File: src/sv/c437u8_pkg.sv
// ----------------------------------------------------------------------------
// c437u8_pkg
// Types and the code page 437 upper-half table for the transcoder.
// ----------------------------------------------------------------------------
package c437u8_pkg;

   localparam int unsigned BYTE_W = 8;
   localparam int unsigned CP_W   = 16;

   typedef logic [BYTE_W-1:0] byte_type;
   typedef logic [CP_W-1:0]   cp_type;

   // encoded character: up to three bytes, lead byte first
   typedef struct packed {
      byte_type   b0;
      byte_type   b1;
      byte_type   b2;
      logic [1:0] nbytes;
   } enc_type;

   localparam logic [1:0] NBYTES_ONE   = 2'd1;
   localparam logic [1:0] NBYTES_TWO   = 2'd2;
   localparam logic [1:0] NBYTES_THREE = 2'd3;

   localparam cp_type CP437_HIGH [128] = '{
      16'h00C7, 16'h00FC, 16'h00E9, 16'h00E2, 16'h00E4, 16'h00E0, 16'h00E5, 16'h00E7,
      16'h00EA, 16'h00EB, 16'h00E8, 16'h00EF, 16'h00EE, 16'h00EC, 16'h00C4, 16'h00C5,
      16'h00C9, 16'h00E6, 16'h00C6, 16'h00F4, 16'h00F6, 16'h00F2, 16'h00FB, 16'h00F9,
      16'h00FF, 16'h00D6, 16'h00DC, 16'h00A2, 16'h00A3, 16'h00A5, 16'h20A7, 16'h0192,
      16'h00E1, 16'h00ED, 16'h00F3, 16'h00FA, 16'h00F1, 16'h00D1, 16'h00AA, 16'h00BA,
      16'h00BF, 16'h2310, 16'h00AC, 16'h00BD, 16'h00BC, 16'h00A1, 16'h00AB, 16'h00BB,
      16'h2591, 16'h2592, 16'h2593, 16'h2502, 16'h2524, 16'h2561, 16'h2562, 16'h2556,
      16'h2555, 16'h2563, 16'h2551, 16'h2557, 16'h255D, 16'h255C, 16'h255B, 16'h2510,
      16'h2514, 16'h2534, 16'h252C, 16'h251C, 16'h2500, 16'h253C, 16'h255E, 16'h255F,
      16'h255A, 16'h2554, 16'h2569, 16'h2566, 16'h2560, 16'h2550, 16'h256C, 16'h2567,
      16'h2568, 16'h2564, 16'h2565, 16'h2559, 16'h2558, 16'h2552, 16'h2553, 16'h256B,
      16'h256A, 16'h2518, 16'h250C, 16'h2588, 16'h2584, 16'h258C, 16'h2590, 16'h2580,
      16'h03B1, 16'h00DF, 16'h0393, 16'h03C0, 16'h03A3, 16'h03C3, 16'h00B5, 16'h03C4,
      16'h03A6, 16'h0398, 16'h03A9, 16'h03B4, 16'h221E, 16'h03C6, 16'h03B5, 16'h2229,
      16'h2261, 16'h00B1, 16'h2265, 16'h2264, 16'h2320, 16'h2321, 16'h00F7, 16'h2248,
      16'h00B0, 16'h2219, 16'h00B7, 16'h221A, 16'h207F, 16'h00B2, 16'h25A0, 16'h00A0
   };

endpackage

File: src/sv/c437u8_if.sv
// ----------------------------------------------------------------------------
// c437u8 stream interfaces
// Valid/ready channels for input characters and UTF-8 result bytes.
// ----------------------------------------------------------------------------
interface c437u8_req_if;
   import c437u8_pkg::*;
   logic     valid;
   logic     ready;
   byte_type in_byte;

   modport source (output valid, output in_byte, input ready);
   modport sink   (input valid, input in_byte, output ready);
endinterface

interface c437u8_rsp_if;
   import c437u8_pkg::*;
   logic     valid;
   logic     ready;
   byte_type out_byte;
   logic     last;

   modport source (output valid, output out_byte, output last, input ready);
   modport sink   (input valid, input out_byte, input last, output ready);
endinterface

File: src/sv/c437u8_lookup.sv
// ----------------------------------------------------------------------------
// c437u8_lookup
// Input register stage and table lookup stage: byte to code point.
// ----------------------------------------------------------------------------
module c437u8_lookup
   import c437u8_pkg::*;
(
   input  logic     clock,
   input  logic     reset,
   input  logic     in_valid,
   output logic     in_ready,
   input  byte_type in_byte,
   output logic     out_valid,
   input  logic     out_ready,
   output cp_type   out_cp
);

   logic     s1_valid_ff, s1_valid_in;
   byte_type s1_byte_ff;
   logic     s2_valid_ff, s2_valid_in;
   cp_type   s2_cp_ff, s2_cp_in;
   logic     s1_ready, s2_ready;

   assign s2_ready = !s2_valid_ff || out_ready;
   assign s1_ready = !s1_valid_ff || s2_ready;

   always_comb begin
      s1_valid_in = s1_ready ? in_valid : s1_valid_ff;
      s2_valid_in = s2_ready ? s1_valid_ff : s2_valid_ff;
      if (s1_byte_ff[BYTE_W-1]) begin
         s2_cp_in = CP437_HIGH[s1_byte_ff[BYTE_W-2:0]];
      end else begin
         s2_cp_in = {{(CP_W-BYTE_W){1'b0}}, s1_byte_ff};
      end
   end

   always_ff @(posedge clock) begin
      if (reset) begin
         s1_valid_ff <= 1'b0;
         s2_valid_ff <= 1'b0;
      end else begin
         s1_valid_ff <= s1_valid_in;
         s2_valid_ff <= s2_valid_in;
      end
      if (s1_ready && in_valid) begin
         s1_byte_ff <= in_byte;
      end
      if (s2_ready && s1_valid_ff) begin
         s2_cp_ff <= s2_cp_in;
      end
   end

   assign in_ready  = s1_ready;
   assign out_valid = s2_valid_ff;
   assign out_cp    = s2_cp_ff;

endmodule

File: src/sv/c437u8_encode.sv
// ----------------------------------------------------------------------------
// c437u8_encode
// UTF-8 encode stage: code point to one, two or three bytes.
// ----------------------------------------------------------------------------
module c437u8_encode
   import c437u8_pkg::*;
(
   input  logic    clock,
   input  logic    reset,
   input  logic    in_valid,
   output logic    in_ready,
   input  cp_type  in_cp,
   output logic    out_valid,
   input  logic    out_ready,
   output enc_type out_enc
);

   logic    valid_ff, valid_in;
   enc_type enc_ff, enc_in;
   logic    stage_ready;

   assign stage_ready = !valid_ff || out_ready;

   always_comb begin
      valid_in = stage_ready ? in_valid : valid_ff;
      enc_in   = '0;
      if (in_cp[CP_W-1:7] == '0) begin
         enc_in.b0     = in_cp[BYTE_W-1:0];
         enc_in.nbytes = NBYTES_ONE;
      end else if (in_cp[CP_W-1:11] == '0) begin
         enc_in.b0     = {3'b110, in_cp[10:6]};
         enc_in.b1     = {2'b10, in_cp[5:0]};
         enc_in.nbytes = NBYTES_TWO;
      end else begin
         enc_in.b0     = {4'b1110, in_cp[15:12]};
         enc_in.b1     = {2'b10, in_cp[11:6]};
         enc_in.b2     = {2'b10, in_cp[5:0]};
         enc_in.nbytes = NBYTES_THREE;
      end
   end

   always_ff @(posedge clock) begin
      if (reset) begin
         valid_ff <= 1'b0;
      end else begin
         valid_ff <= valid_in;
      end
      if (stage_ready && in_valid) begin
         enc_ff <= enc_in;
      end
   end

   assign in_ready  = stage_ready;
   assign out_valid = valid_ff;
   assign out_enc   = enc_ff;

endmodule

File: src/sv/c437u8_serial.sv
// ----------------------------------------------------------------------------
// c437u8_serial
// Output stage: sends the encoded bytes one per cycle while out_ready is high and marks the last.
// ----------------------------------------------------------------------------
module c437u8_serial
   import c437u8_pkg::*;
(
   input  logic     clock,
   input  logic     reset,
   input  logic     in_valid,
   output logic     in_ready,
   input  enc_type  in_enc,
   output logic     out_valid,
   input  logic     out_ready,
   output byte_type out_byte,
   output logic     out_last
);

   logic       valid_ff, valid_in;
   enc_type    enc_ff;
   logic [1:0] idx_ff, idx_in;
   logic       last;
   logic       fire;
   logic       load;

   assign last     = (idx_ff == (enc_ff.nbytes - 2'd1));
   assign fire     = valid_ff && out_ready;
   assign in_ready = !valid_ff || (fire && last);
   assign load     = in_ready && in_valid;

   always_comb begin
      valid_in = valid_ff;
      idx_in   = idx_ff;
      if (fire) begin
         idx_in = idx_ff + 2'd1;
      end
      if (in_ready) begin
         valid_in = in_valid;
         idx_in   = 2'd0;
      end
   end

   always_comb begin
      case (idx_ff)
         2'd0:    out_byte = enc_ff.b0;
         2'd1:    out_byte = enc_ff.b1;
         default: out_byte = enc_ff.b2;
      endcase
   end

   always_ff @(posedge clock) begin
      if (reset) begin
         valid_ff <= 1'b0;
         idx_ff   <= 2'd0;
      end else begin
         valid_ff <= valid_in;
         idx_ff   <= idx_in;
      end
      if (load) begin
         enc_ff <= in_enc;
      end
   end

   assign out_valid = valid_ff;
   assign out_last  = last;

endmodule

File: src/sv/cp437_to_utf8_transcoder_core.sv
// ----------------------------------------------------------------------------
// cp437_to_utf8_transcoder_core
// Code page 437 to UTF-8 transcoder: one character byte in, one to three
// UTF-8 bytes out, last byte marked.
//
//   channel  dir  payload               handshake
//   req      in   in_byte[7:0]          valid/ready
//   rsp      out  out_byte[7:0], last   valid/ready
//
// A req byte passes the input, lookup, encode and output registers before
// its first rsp byte. Throughput: one rsp byte per cycle while rsp is not
// stalled; the output stage takes a new character only once the last byte
// of the one before is taken, and bytes below 128 flow at one item per cycle.
// Reset clears all valid bits and the output byte index; no other state.
// A stalled rsp holds its byte; each other stage takes a new item whenever
// the stage after it is empty or moving.
// ----------------------------------------------------------------------------
module cp437_to_utf8_transcoder_core
   import c437u8_pkg::*;
(
   input logic          clock,
   input logic          reset,
   c437u8_req_if.sink   req,
   c437u8_rsp_if.source rsp
);

   logic    lk_valid, lk_ready;
   cp_type  lk_cp;
   logic    en_valid, en_ready;
   enc_type en_enc;

   c437u8_lookup u_lookup (
      .clock     (clock),
      .reset     (reset),
      .in_valid  (req.valid),
      .in_ready  (req.ready),
      .in_byte   (req.in_byte),
      .out_valid (lk_valid),
      .out_ready (lk_ready),
      .out_cp    (lk_cp)
   );

   c437u8_encode u_encode (
      .clock     (clock),
      .reset     (reset),
      .in_valid  (lk_valid),
      .in_ready  (lk_ready),
      .in_cp     (lk_cp),
      .out_valid (en_valid),
      .out_ready (en_ready),
      .out_enc   (en_enc)
   );

   c437u8_serial u_serial (
      .clock     (clock),
      .reset     (reset),
      .in_valid  (en_valid),
      .in_ready  (en_ready),
      .in_enc    (en_enc),
      .out_valid (rsp.valid),
      .out_ready (rsp.ready),
      .out_byte  (rsp.out_byte),
      .out_last  (rsp.last)
   );

endmodule

File: src/flat_wrapper.sv
// flat-port wrapper written by rule: the top's interface ports become plain ports
module cp437_to_utf8_transcoder_core_flat import c437u8_pkg::*;
  (clock, reset, req_valid, req_in_byte, req_ready, rsp_valid, rsp_out_byte, rsp_last, rsp_ready);
  c437u8_req_if req_i ();
  c437u8_rsp_if rsp_i ();
  input logic clock;
  input logic reset;
  input wire logic [$bits(req_i.valid)-1:0] req_valid;
  input wire logic [$bits(req_i.in_byte)-1:0] req_in_byte;
  output wire logic [$bits(req_i.ready)-1:0] req_ready;
  output wire logic [$bits(rsp_i.valid)-1:0] rsp_valid;
  output wire logic [$bits(rsp_i.out_byte)-1:0] rsp_out_byte;
  output wire logic [$bits(rsp_i.last)-1:0] rsp_last;
  input wire logic [$bits(rsp_i.ready)-1:0] rsp_ready;
  assign req_i.valid = req_valid;
  assign req_i.in_byte = req_in_byte;
  assign req_ready = req_i.ready;
  assign rsp_valid = rsp_i.valid;
  assign rsp_out_byte = rsp_i.out_byte;
  assign rsp_last = rsp_i.last;
  assign rsp_i.ready = rsp_ready;
  cp437_to_utf8_transcoder_core u_core (.clock(clock), .reset(reset), .req(req_i), .rsp(rsp_i));
endmodule
File: config.mk
export PLATFORM = sky130hd
export DESIGN_NAME = cp437_to_utf8_transcoder_core_flat
export DESIGN_NICKNAME = d
export VERILOG_FILES = /design/src/sv/c437u8_pkg.sv /design/src/sv/c437u8_if.sv /design/src/sv/c437u8_lookup.sv /design/src/sv/c437u8_encode.sv /design/src/sv/c437u8_serial.sv /design/src/sv/cp437_to_utf8_transcoder_core.sv /design/src/flat_wrapper.sv
export SDC_FILE = /design/constraint.sdc
export NUM_CORES = 1
export LEC_CHECK = 0
export BUFFER_PORTS_ARGS = -buffer_cell sky130_fd_sc_hd__buf_4
export CORE_ASPECT_RATIO = 0.7
export CORE_MARGIN = 3
export CORE_UTILIZATION = 55
export CTS_CLUSTER_DIAMETER = 40
export DETAILED_ROUTE_END_ITERATION = 7
export GPL_TIMING_DRIVEN = 1
export PLACE_DENSITY_LB_ADDON = 0.1
export SYNTH_ARGS = -nofsm -noshare
export SYNTH_HDL_FRONTEND = slang
export SYNTH_HIERARCHICAL = 1
export SYNTH_SLANG_ARGS = --single-unit
File: constraint.sdc
create_clock -name clock -period 3.6 [get_ports clock]
set_input_delay 0.18 -clock clock [delete_from_list [all_inputs] [get_ports clock]]
set_output_delay 0.18 -clock clock [all_outputs]
set_load 0.1 [all_outputs]
==> results_dict.tcl, run 1 <==
set metrics [dict create \
    critPathMaxFanout 17 \
    hold_viol 0 \
    hold_class "in -> reg" \
    finalWirelength_um 13200 \
    place_ws_ns 0.886 \
    grt_usage_pct 27.2 \
    switching_share_pct 25.8 \
    clock_latency_ns 0.33 \
    syn-instance-count 484 \
    cts_buffers 9 \
    cp_data_arrival_time_ns 2.81 \
    p_comb_share_pct 14.7 \
    num_vias 4002 \
    clkPwrFrac_pct 38.6 \
    ys_ff_latch 75 \
    drt-vias-per-instance 6.52 \
    tightest_slew_ns 1.03 \
    drive_gt1_share_pct 16.7 \
    internal_power_mw 1.63 \
    avgSynthCellArea_sq_um 9.94 \
    yosysUniqueCellTypes 74 \
    netlist_area_sq_um 4810 \
    fin_nets 522 \
    post-cts-setup-buffers 0 \
    worst_slew_margin_rel_pct 31.5 \
    die_area_sq_um 9930 \
    path_clk_slew_ns 0.05 \
    end_kind "register" \
    finalPower_mw 2.20 \
    grt_pass1_wl_um 20900 \
    totalNegativeSetupSlack_ns 0 \
    ctsRootBufferMaster "clkbuf_16" \
    num_io_pins 23 \
    power.switching_mw 0.566 \
    design.core.area_sq_um 8180 \
    cts_max_level 3 \
    max-vdd-ir-drop_mv 0.280 \
    seq_area_frac_synth_pct 45.6 \
    post-place-cells 599 \
    async_flop_share_pct 0 \
    cap_violations 0 \
    grt_overflow 0 \
    start_kind "register" \
    period_needed_ns 2.80 \
    ctsHoldBuffers 0 \
    finClkSkew_ns 0.0102 \
    insertedDiodeCount 0 \
    rsz0062_at_grt "false" \
    die_w_um 118 \
    final_antenna_net_count 0 \
    synth-main-ff-cell "edfxtp_1" \
    seq_power_share_pct 46.7 \
    first_pass_iters 6 \
    clock_sinks 75 \
    areaGrowthSynthToFinish_pct 9.91 \
    status "finished, final reports clean" \
    antenna_found_initial 1 \
    setup_viol 0 \
    gp_congestion 0.984 \
    post_drt_wl_per_cell_um 21.6 \
    drv_slew 0 \
    cts_tree "yes" \
    p_leak_nw 1.89 \
    io_buffers 22 \
    fin_crit_sh_pct 77.9 \
    worst_slack_ns 0.797 \
    final_cells 614 \
    grt_max_degree 28 \
    drc 0 \
    cts_resized 0 \
    cts_buffer_depth 2 \
    synth-edff-count 69 \
    start_util_pct 58.9 \
    placementRows 27 \
    hold_ws_ns 0.0360 \
    die-height_um 84.3 \
    ys_warn_count 6 \
    max_freq_mhz 357 \
    grt_pass1_vias 3666 \
    crit_type "reg -> reg" \
    drt-initial-drc-count 546 \
    place_hpwl_um 9220 \
    p_per_area_nw_per_um2 415 \
    crit_required_ns 3.61 \
]
[registers in the layout, summed over array words and instances (netlist names)]
| register | cells |
|---|---|
| u_core/u_serial/out_valid | 1 |
| u_core/u_encode/out_enc | 23 |
| u_core/u_lookup/out_valid | 1 |
| u_core/u_lookup/out_cp | 12 |
| u_core/u_serial/enc_ff | 26 |
| u_core/u_serial/idx_ff | 2 |
| u_core/u_encode/out_valid | 1 |
| u_core/u_lookup/s1_valid_ff | 1 |
| u_core/u_lookup/s1_byte_ff | 8 |
[power groups by stage]
stage	clock, mW	combinational, mW	sequential (mW)
final	0.848	0.323	1.02
after global routing	0.907	0.346	1.03
after CTS	0.865	0.311	1.02
after detailed placement	0	0.309	1.04
after global placement	0	0.310	1.04
after floorplan	0	0.244	1.02
[critical path: stages (launching register included)]
cell      delay, ns
edfxtp_1       0.37
buf_4          0.21
inv_1          0.28
ha_1           0.36
nor2b_1        0.43
nor2_1         0.14
mux4_2         0.48
nand2_1        0.08
a41oi_1        0.14
[area by class of cell]
type                            count  area (sq um)
Clock inverter                      6          57.6
Fill cell                         670          2890
Inverter                           19          73.8
Multi-Input combinational cell    349          2290
Sequential cell                    75          2190
Tap cell                          116           145
Clock buffer                        9           225
Timing Repair Buffer               40           300
[final timing paths]
path / start / to / slack [ns] / cells after the start
setup / recovery: u_core/u_lookup/s1_byte_ff[1]$_DFFE_PP_ / u_core/u_lookup/out_cp[6]$_DFFE_PP_ / 0.80 / 8
hold / removal: req_in_byte[1] / u_core/u_lookup/s1_byte_ff[1]$_DFFE_PP_ / 0.04 / 1
setup reg to reg: u_core/u_lookup/s1_byte_ff[1]$_DFFE_PP_ / u_core/u_lookup/out_cp[6]$_DFFE_PP_ / 0.80 / 8
hold reg to reg: u_core/u_encode/out_enc[18]$_DFFE_PP_ / u_core/u_serial/enc_ff[18]$_DFFE_PP_ / 0.42 / 0
[cell usage after synthesis (3+ instances only)]
cell	count	area, sq um
a211oi_1	11	82.6
a21boi_0	3	22.5
a21oi_1	25	125
a22oi_1	11	82.6
a31oi_1	9	56.3
and2_1	11	68.8
buf_2	16	80.1
buf_4	11	82.6
buf_6	4	45.0
clkbuf_1	12	45.0
dfxtp_1	6	120
edfxtp_1	69	2070
ha_1	16	200
inv_1	16	60.1
mux4_2	4	90.1
nand2_1	59	221
nand2b_1	14	87.6
nand3_1	9	45.0
nand3b_1	3	22.5
nor2_1	29	109
nor2b_1	13	81.3
nor3_1	7	35.0
nor3b_1	4	30.0
nor4_1	3	18.8
o211ai_1	9	67.6
o21a_1	4	30.0
o21ai_0	29	145
o21ai_2	5	43.8
o221ai_1	4	35.0
o2bb2ai_1	3	26.3
o31ai_1	3	22.5
o32a_1	4	40.0
or2_2	5	31.3
[stage by stage]
step,instance area (sq um),utilization [%]
detailed placement,5010,61.2
CTS,5290,64.7
floorplan,4830,-
global placement,5010,61.2
global route,5290,64.7
finish,5290,64.7
[layout by cell type (no fill, tap or decap), types with 3 or more instances in the layout]
cell type / netlist / final
edfxtp_1: 69 / 69
nand2_1: 59 / 59
buf_4: 11 / 40
nor2_1: 29 / 29
o21ai_0: 29 / 29
a21oi_1: 25 / 25
inv_1: 16 / 16
ha_1: 16 / 16
nand2b_1: 14 / 14
nor2b_1: 13 / 13
a211oi_1: 11 / 11
and2_1: 11 / 11
a22oi_1: 11 / 11
clkbuf_16: 0 / 9
nand3_1: 9 / 9
o211ai_1: 9 / 9
a31oi_1: 9 / 9
nor3_1: 7 / 7
conb_1: 2 / 6
dfxtp_1: 6 / 6
o21ai_2: 5 / 5
or2_2: 5 / 5
o32a_1: 4 / 4
mux4_2: 4 / 4
o221ai_1: 4 / 4
nor3b_1: 4 / 4
o21a_1: 4 / 4
clkinv_1: 1 / 3
nor4_1: 3 / 3
nand3b_1: 3 / 3
o2bb2ai_1: 3 / 3
o31ai_1: 3 / 3
a21boi_0: 3 / 3
[layer usage]
layer | part of all wire [%] | up-vias | GRT usage (%)
met5 | 0.11 | - | 0
met4 | 2.3 | 2 | 5.53
met3 | 13 | 37 | 9.43
met2 | 39 | 292 | 37.3
met1 | 45 | 1859 | 41.5
li1 | - | 1812 | -
[cell families (layout without fill, tap and decap cells)]
family | Yosys count | in the layout | share of synthesized area [%]
simple gates | 168 | 168 | 17.6
fa+ha+maj | 16 | 16 | 4.16
other cells | 2 | 6 | 0.156
mux | 9 | 9 | 3.07
flops | 75 | 75 | 45.6
compound gates | 148 | 148 | 21.7
xor+xnor | 2 | 2 | 0.520
buf+inv | 64 | 74 | 7.20
Note: power is estimated with default switching activity, not from simulation.
==> run 2: changes to the inputs <==
- ABC_AREA: unset -> 1
- clock period: 3.6 -> 2.65 ns (I/O delays scaled with it)
==> run 2 against run 1 <==
  * First-iteration DRC count is 25% higher
  * Critical path type unchanged
  * Core utilization is 1.2 points higher
  * Largest power group unchanged
  * Die area is 2.1% lower
==> results_dict.tcl, run 2 <==
set metrics [dict create \
    die-height_um 83.4 \
    post_drt_wl_per_cell_um 19.8 \
    cap_violations 0 \
    p_leak_nw 2.32 \
    nFillCells 641 \
    hold_path_depth 3 \
    yosys.cell_count.top_type "nand2_1" \
    drt-vias-per-instance 6.08 \
    yosysUniqueCellTypes 34 \
    cts_max_level 3 \
    ff2ff_path_depth 10 \
    fin_nets 637 \
    path_clk_slew_ns 0.06 \
    worst_slack_ns 0.456 \
    drt-initial-drc-count 683 \
    ys_warn_count 6 \
    timing.rr.start "u_core/u_lookup/s1_byte_ff[1]$_DFFE_PP_" \
    totalNegativeSetupSlack_ns 0 \
    start_util_pct 58.3 \
    critPathMaxFanout 9 \
    status "finished, final reports clean" \
    ys_ff_latch 75 \
    grt_max_degree 31 \
    period_needed_ns 2.19 \
    final_cells 715 \
    setup_viol 0 \
    seq_area_frac_synth_pct 46.6 \
    grt_usage_pct 30.5 \
    final_common_cell "nand2_1" \
    max_freq_mhz 456 \
    hold_viol 0 \
    final_cell_mix "nand2_1, edfxtp_1, nand3_1" \
    antenna_found_initial 0 \
    hold_ws_ns 0.0947 \
    drc 0 \
    tightest_slew_ns 0.540 \
    cp_slowest_stage_delay_ns 0.51 \
    crit_slowest_cell "edfxtp_1" \
    final_core_util_pct 65.9 \
    clock_latency_ns 0.34 \
    end_kind "register" \
    r2r_setup_slack_ns 0.46 \
    max-vdd-ir-drop_mv 0.538 \
    cp_data_arrival_time_ns 2.28 \
    place_ws_ns 0.513 \
    fin_crit_sh_pct 82.8 \
    areaGrowthSynthToFinish_pct 13.1 \
    cpMostUsedCell "nand2_1" \
    syn-instance-count 579 \
    insertedDiodeCount 0 \
    gp_congestion 1.05 \
    async_flop_share_pct 0 \
    num_io_pins 23 \
    die_area_sq_um 9710 \
    die_w_um 117 \
    avgSynthCellArea_sq_um 8.12 \
    synth_area_leaders "edfxtp_1, nand2_1, nand3_1" \
    worstSetupStartpoint "u_core/u_lookup/s1_byte_ff[1]$_DFFE_PP_" \
    synth-main-ff-cell "edfxtp_1" \
    grt_overflow 0 \
    cts_resized 0 \
    rsz0062_at_grt "false" \
    cts_buffer_depth 2 \
    worst_slew_margin_rel_pct 63.9 \
    final_antenna_net_count 0 \
    p_per_area_nw_per_um2 575 \
    synth_top_area_share_pct 44.1 \
    netlist_area_sq_um 4700 \
    path_cells "inv_2 -> ha_1 -> inv_1 -> nand2_1 -> nand2_1 -> nor2_1 -> o21ai_1 -> nand3_1 -> nand2_1 -> nand3_1" \
    cts_buffers 9 \
    netlist_top_cells_count "nand2_1, edfxtp_1, nand3_1" \
    clock_sinks 75 \
    hold_class "in -> reg" \
    design.core.area_sq_um 8070 \
    largest_reg_flops 26 \
    num_vias 4350 \
    synth-edff-count 69 \
    crit_required_ns 2.74 \
    first_pass_iters 6 \
    yosys.area.top_type "edfxtp_1" \
    start_kind "register" \
    grt_pass1_wl_um 22100 \
    ctsRootBufferMaster "clkbuf_16" \
    finClkSkew_ns 0.00621 \
    post-place-cells 690 \
    reg2reg_to "u_core/u_lookup/out_cp[0]$_DFFE_PP_" \
    drive_gt1_share_pct 15.0 \
    min_to "u_core/u_lookup/s1_valid_ff$_SDFFE_PP0N_" \
    crit_type "reg -> reg" \
    hp-start "req_valid" \
    place_hpwl_um 10100 \
    drv_slew 0 \
    placementRows 27 \
    io_buffers 22 \
    grt_pass1_vias 4065 \
    cts_tree "yes" \
    regMostFlops "u_core/u_serial/enc_ff" \
    finalWirelength_um 14200 \
]
## run 2: worst max-delay path: cells and delay by family, from the launching register on
kind | cells | cell delay, ns
adders and majority gates | 1 | 0.30
DFF | 1 | 0.51
buffers and inverters | 2 | 0.41
AOI/OAI and AO/OA | 1 | 0.16
and+or+nand+nor | 6 | 0.57
## run 2: what timing repair did
| item | 4_1_cts | 5_1_grt |
|---|---|---|
| hold buffers | 9 | 0 |
| buffers inserted | 0 | 0 |
| hold endpoints to repair | 11 | 0 |
## run 2: where the power goes
| part | switching (mW) | leakage, nW | internal [mW] |
|---|---|---|---|
| Clock | 0.487 | 0.144 | 0.781 |
| Combinational | 0.303 | 1.51 | 0.128 |
| Sequential | 0.0282 | 0.660 | 1.33 |
| Total | 0.818 | 2.32 | 2.24 |
## run 2: cells by family after synthesis
group	count (synthesis)	share of synthesized area, %
AO/OA/AOI/OAI	82	9.63
XOR/XNOR	1	0.186
adder cells (fa/ha/maj)	16	4.26
buffers and inverters	88	9.12
flip-flops	75	46.6
other	2	0.160
AND/OR/NAND/NOR	315	30.0
## run 2: final cells by class
| class | instances | area (sq um) | share of cell area, % |
|---|---|---|---|
| inverters | 59 | 224 | 4.21 |
| flip-flops and latches | 75 | 2190 | 41.2 |
| clock buffers | 11 | 253 | 4.75 |
| multi-input cells | 420 | 2110 | 39.7 |
| well taps | 101 | 126 | 2.38 |
| repair buffers | 44 | 353 | 6.63 |
| clock inverters | 5 | 61.3 | 1.15 |
## run 2: layer usage
layer | track usage (%) | part of all wire (%) | wire length, um | vias up
met1 | 45.5 | 42 | 5990 | 2002
met3 | 13.5 | 16 | 2230 | 28
met5 | 0 | 0 | 0 | -
li1 | - | - | - | 1982
met2 | 40.5 | 40 | 5680 | 338
met4 | 7.17 | 1.8 | 251 | 0
## run 2: through the flow
stage / power (mW) / instance area (sq um)
6_report: 3.06 / 5320
5_1_grt: 3.17 / 5320
4_1_cts: 3.05 / 5320
3_5_place_dp: 1.78 / 4910
3_3_place_gp: 1.79 / 4910
2_1_floorplan: 1.67 / 4720
## run 2: worst max path at each step
| stage | end | slack (ns) | cells past startpoint |
|---|---|---|---|
| 6_report | u_core/u_lookup/out_cp[0]$_DFFE_PP_ | 0.46 | 10 |
| 3_5_place_dp | u_core/u_lookup/out_cp[0]$_DFFE_PP_ | 0.51 | 10 |
| 5_1_grt | u_core/u_lookup/out_cp[0]$_DFFE_PP_ | 0.33 | 10 |
| 4_1_cts | u_core/u_lookup/out_cp[0]$_DFFE_PP_ | 0.52 | 10 |
| 3_3_place_gp | u_core/u_lookup/out_cp[0]$_DFFE_PP_ | 0.57 | 10 |
| 2_1_floorplan | u_core/u_serial/enc_ff[0]$_DFFE_PP_ | 0.1 | 1 |
==> run 3: changes to the inputs <==
- clock period: 2.65 -> 1.83 ns (I/O delays scaled with it)
==> run 3 against run 2 <==
  * The run now ends with design-rule violations, negative setup slack left
  * Via count rose by 10%
  * Routed wire length rose by 15%
  * Global-route usage grew 3.4 points
  * Clock power grew 46%
  * Combinational power is 91% higher
  * Clock skew is 0.0014 ns lower
  * Sequential share of layout area shrank 4.9 points
  * First-iteration DRC count increased by 34%
  * Sequential cell count unchanged
  * Critical path depth is the same
  * Count of clock-buffer cells in the layout fell by 2
  * Non-clock buffer count rose by 51
  * Largest power group unchanged
  * Highest routed layer unchanged
==> results_dict.tcl, run 3 (synthesis gave the netlist of run 2 again) <==
set metrics [dict create \
    status "finished, violations left" \
    violations "design-rule violations, negative setup slack" \
    finalWirelength_um 16300 \
    cap_violations 0 \
    die_w_um 117 \
    ctsRootBufferMaster "clkbuf_16" \
    largest_reg_flops 26 \
    regMostFlops "u_core/u_serial/enc_ff" \
    cp_slowest_stage_delay_ns 0.47 \
    hold_class "in -> reg" \
    clock_sinks 75 \
    grt_usage_pct 33.9 \
    rsz0062_at_grt "true" \
    p_leak_nw 2.66 \
    max-vdd-ir-drop_mv 0.767 \
    crit_required_ns 1.90 \
    critPathMaxFanout 6 \
    hold_viol 0 \
    crit_slowest_cell "edfxtp_1" \
    drv_slew 0 \
    worst_slack_ns -0.211 \
    grt_max_degree 29 \
    fin_nets 688 \
    drt-initial-drc-count 916 \
    cts_buffer_depth 2 \
    num_io_pins 23 \
    placed_cell_area_sq_um 5340 \
    grt_pass1_vias 4535 \
    post_drt_wl_per_cell_um 21.3 \
    cts_max_level 3 \
    final_common_cell "nand2_1" \
    p_per_area_nw_per_um2 770 \
    finClkSkew_ns 0.00484 \
    clock_latency_ns 0.32 \
    antenna_found_initial 0 \
    path_cells "buf_4 -> ha_2 -> nand2_2 -> inv_1 -> nand2_1 -> nand3_1 -> nor2_1 -> nor2_1 -> nand2_1 -> nand3_2" \
    setup_viol 12 \
    fin_crit_sh_pct 112 \
    io_buffers 22 \
    path_clk_slew_ns 0.06 \
    gp_congestion 1.12 \
    grt_pass1_wl_um 24900 \
    first_pass_iters 8 \
    start_util_pct 58.3 \
    num_vias 4800 \
    cts_tree "yes" \
    grt_overflow 0 \
    die-height_um 83.4 \
    place_hpwl_um 11400 \
    totalNegativeSetupSlack_ns -1.07 \
    end_kind "register" \
    die_area_sq_um 9710 \
    final_cell_mix "nand2_1, edfxtp_1, buf_4" \
    placementRows 27 \
    period_needed_ns 2.04 \
    finalInstanceArea_sq_um 6060 \
    start_kind "register" \
    drc 10 \
    design.core.area_sq_um 8070 \
    crit_type "reg -> reg" \
    cp_data_arrival_time_ns 2.11 \
    final_antenna_net_count 0 \
    drt-vias-per-instance 6.27 \
    drive_gt1_share_pct 27.7 \
    max_freq_mhz 490 \
    insertedDiodeCount 0 \
    areaGrowthSynthToFinish_pct 28.8 \
    cts_buffers 9 \
]
-- run 3: worst paths after layout --
path / startpoint / endpoint / slack (ns) / cells after the start
max: u_core/u_lookup/s1_byte_ff[1]$_DFFE_PP_ / u_core/u_lookup/out_cp[1]$_DFFE_PP_ / -0.21 / 10
min: rsp_ready / u_core/u_serial/idx_ff[1]$_SDFFE_PP0N_ / 0.13 / 5
max reg2reg: u_core/u_lookup/s1_byte_ff[1]$_DFFE_PP_ / u_core/u_lookup/out_cp[1]$_DFFE_PP_ / -0.21 / 10
min reg2reg: u_core/u_encode/out_enc[15]$_SDFFCE_PN0P_ / u_core/u_serial/enc_ff[15]$_DFFE_PP_ / 0.42 / 0
-- run 3: worst max-delay path, delay by kind of cell, from the launching register on --
family / cells / cell delay [ns]
buffers and inverters: 2 / 0.33
flip-flops: 1 / 0.47
adder cells (fa/ha/maj): 1 / 0.22
AND/OR/NAND/NOR: 7 / 0.75
-- run 3: stage by stage --
stage / hold WS [ns] / instances / power, mW / util [%] / worst slack, ns
finish: 0.127 / 766 / 4.66 / 75.0 / -0.211
global route: 0.140 / 766 / 4.81 / 75.0 / -0.256
CTS: 0.104 / 765 / 4.61 / 74.0 / -0.0844
detailed placement: 0.272 / 730 / 2.70 / 66.2 / -0.204
global placement: 0.270 / 730 / 2.70 / 66.2 / -0.230
floorplan: 0.161 / 583 / 2.44 / - / -0.0476
-- run 3: where the power goes --
part	switching [mW]	internal (mW)	leakage (nW)
registers	0.0476	1.93	0.661
clock network	0.673	1.19	0.155
logic	0.523	0.301	1.84
total	1.24	3.42	2.66
-- run 3: what timing repair did --
item | 4_1_cts | 5_1_grt
hold buffers | 9 | 0
pin swaps | 8 | 2
resized for setup | 37 | 21
cloned | 0 | 0
setup buffers | 10 | 1
setup endpoints to repair | 20 | 27
endpoints found under the hold margin | 11 | 0
-- run 3: layer usage --
metal / GRT usage [%] / up-vias / part of all wire, %
met3: 16.0 / 86 / 19
li1: - / 2083 / -
met1: 47.8 / 2194 / 37
met2: 47.0 / 437 / 41
met5: 0 / - / 0
met4: 8.64 / 0 / 3.4
-- run 3: cell type report --
type                       instances  area [sq um]
sequential                        75          2200
fill                             551          2020
tap                              101           126
clock buffer                       9           225
inverter                          59           233
timing repair buffer              95           897
clock inverter                     7          90.1
multi-input combinational        420          2290
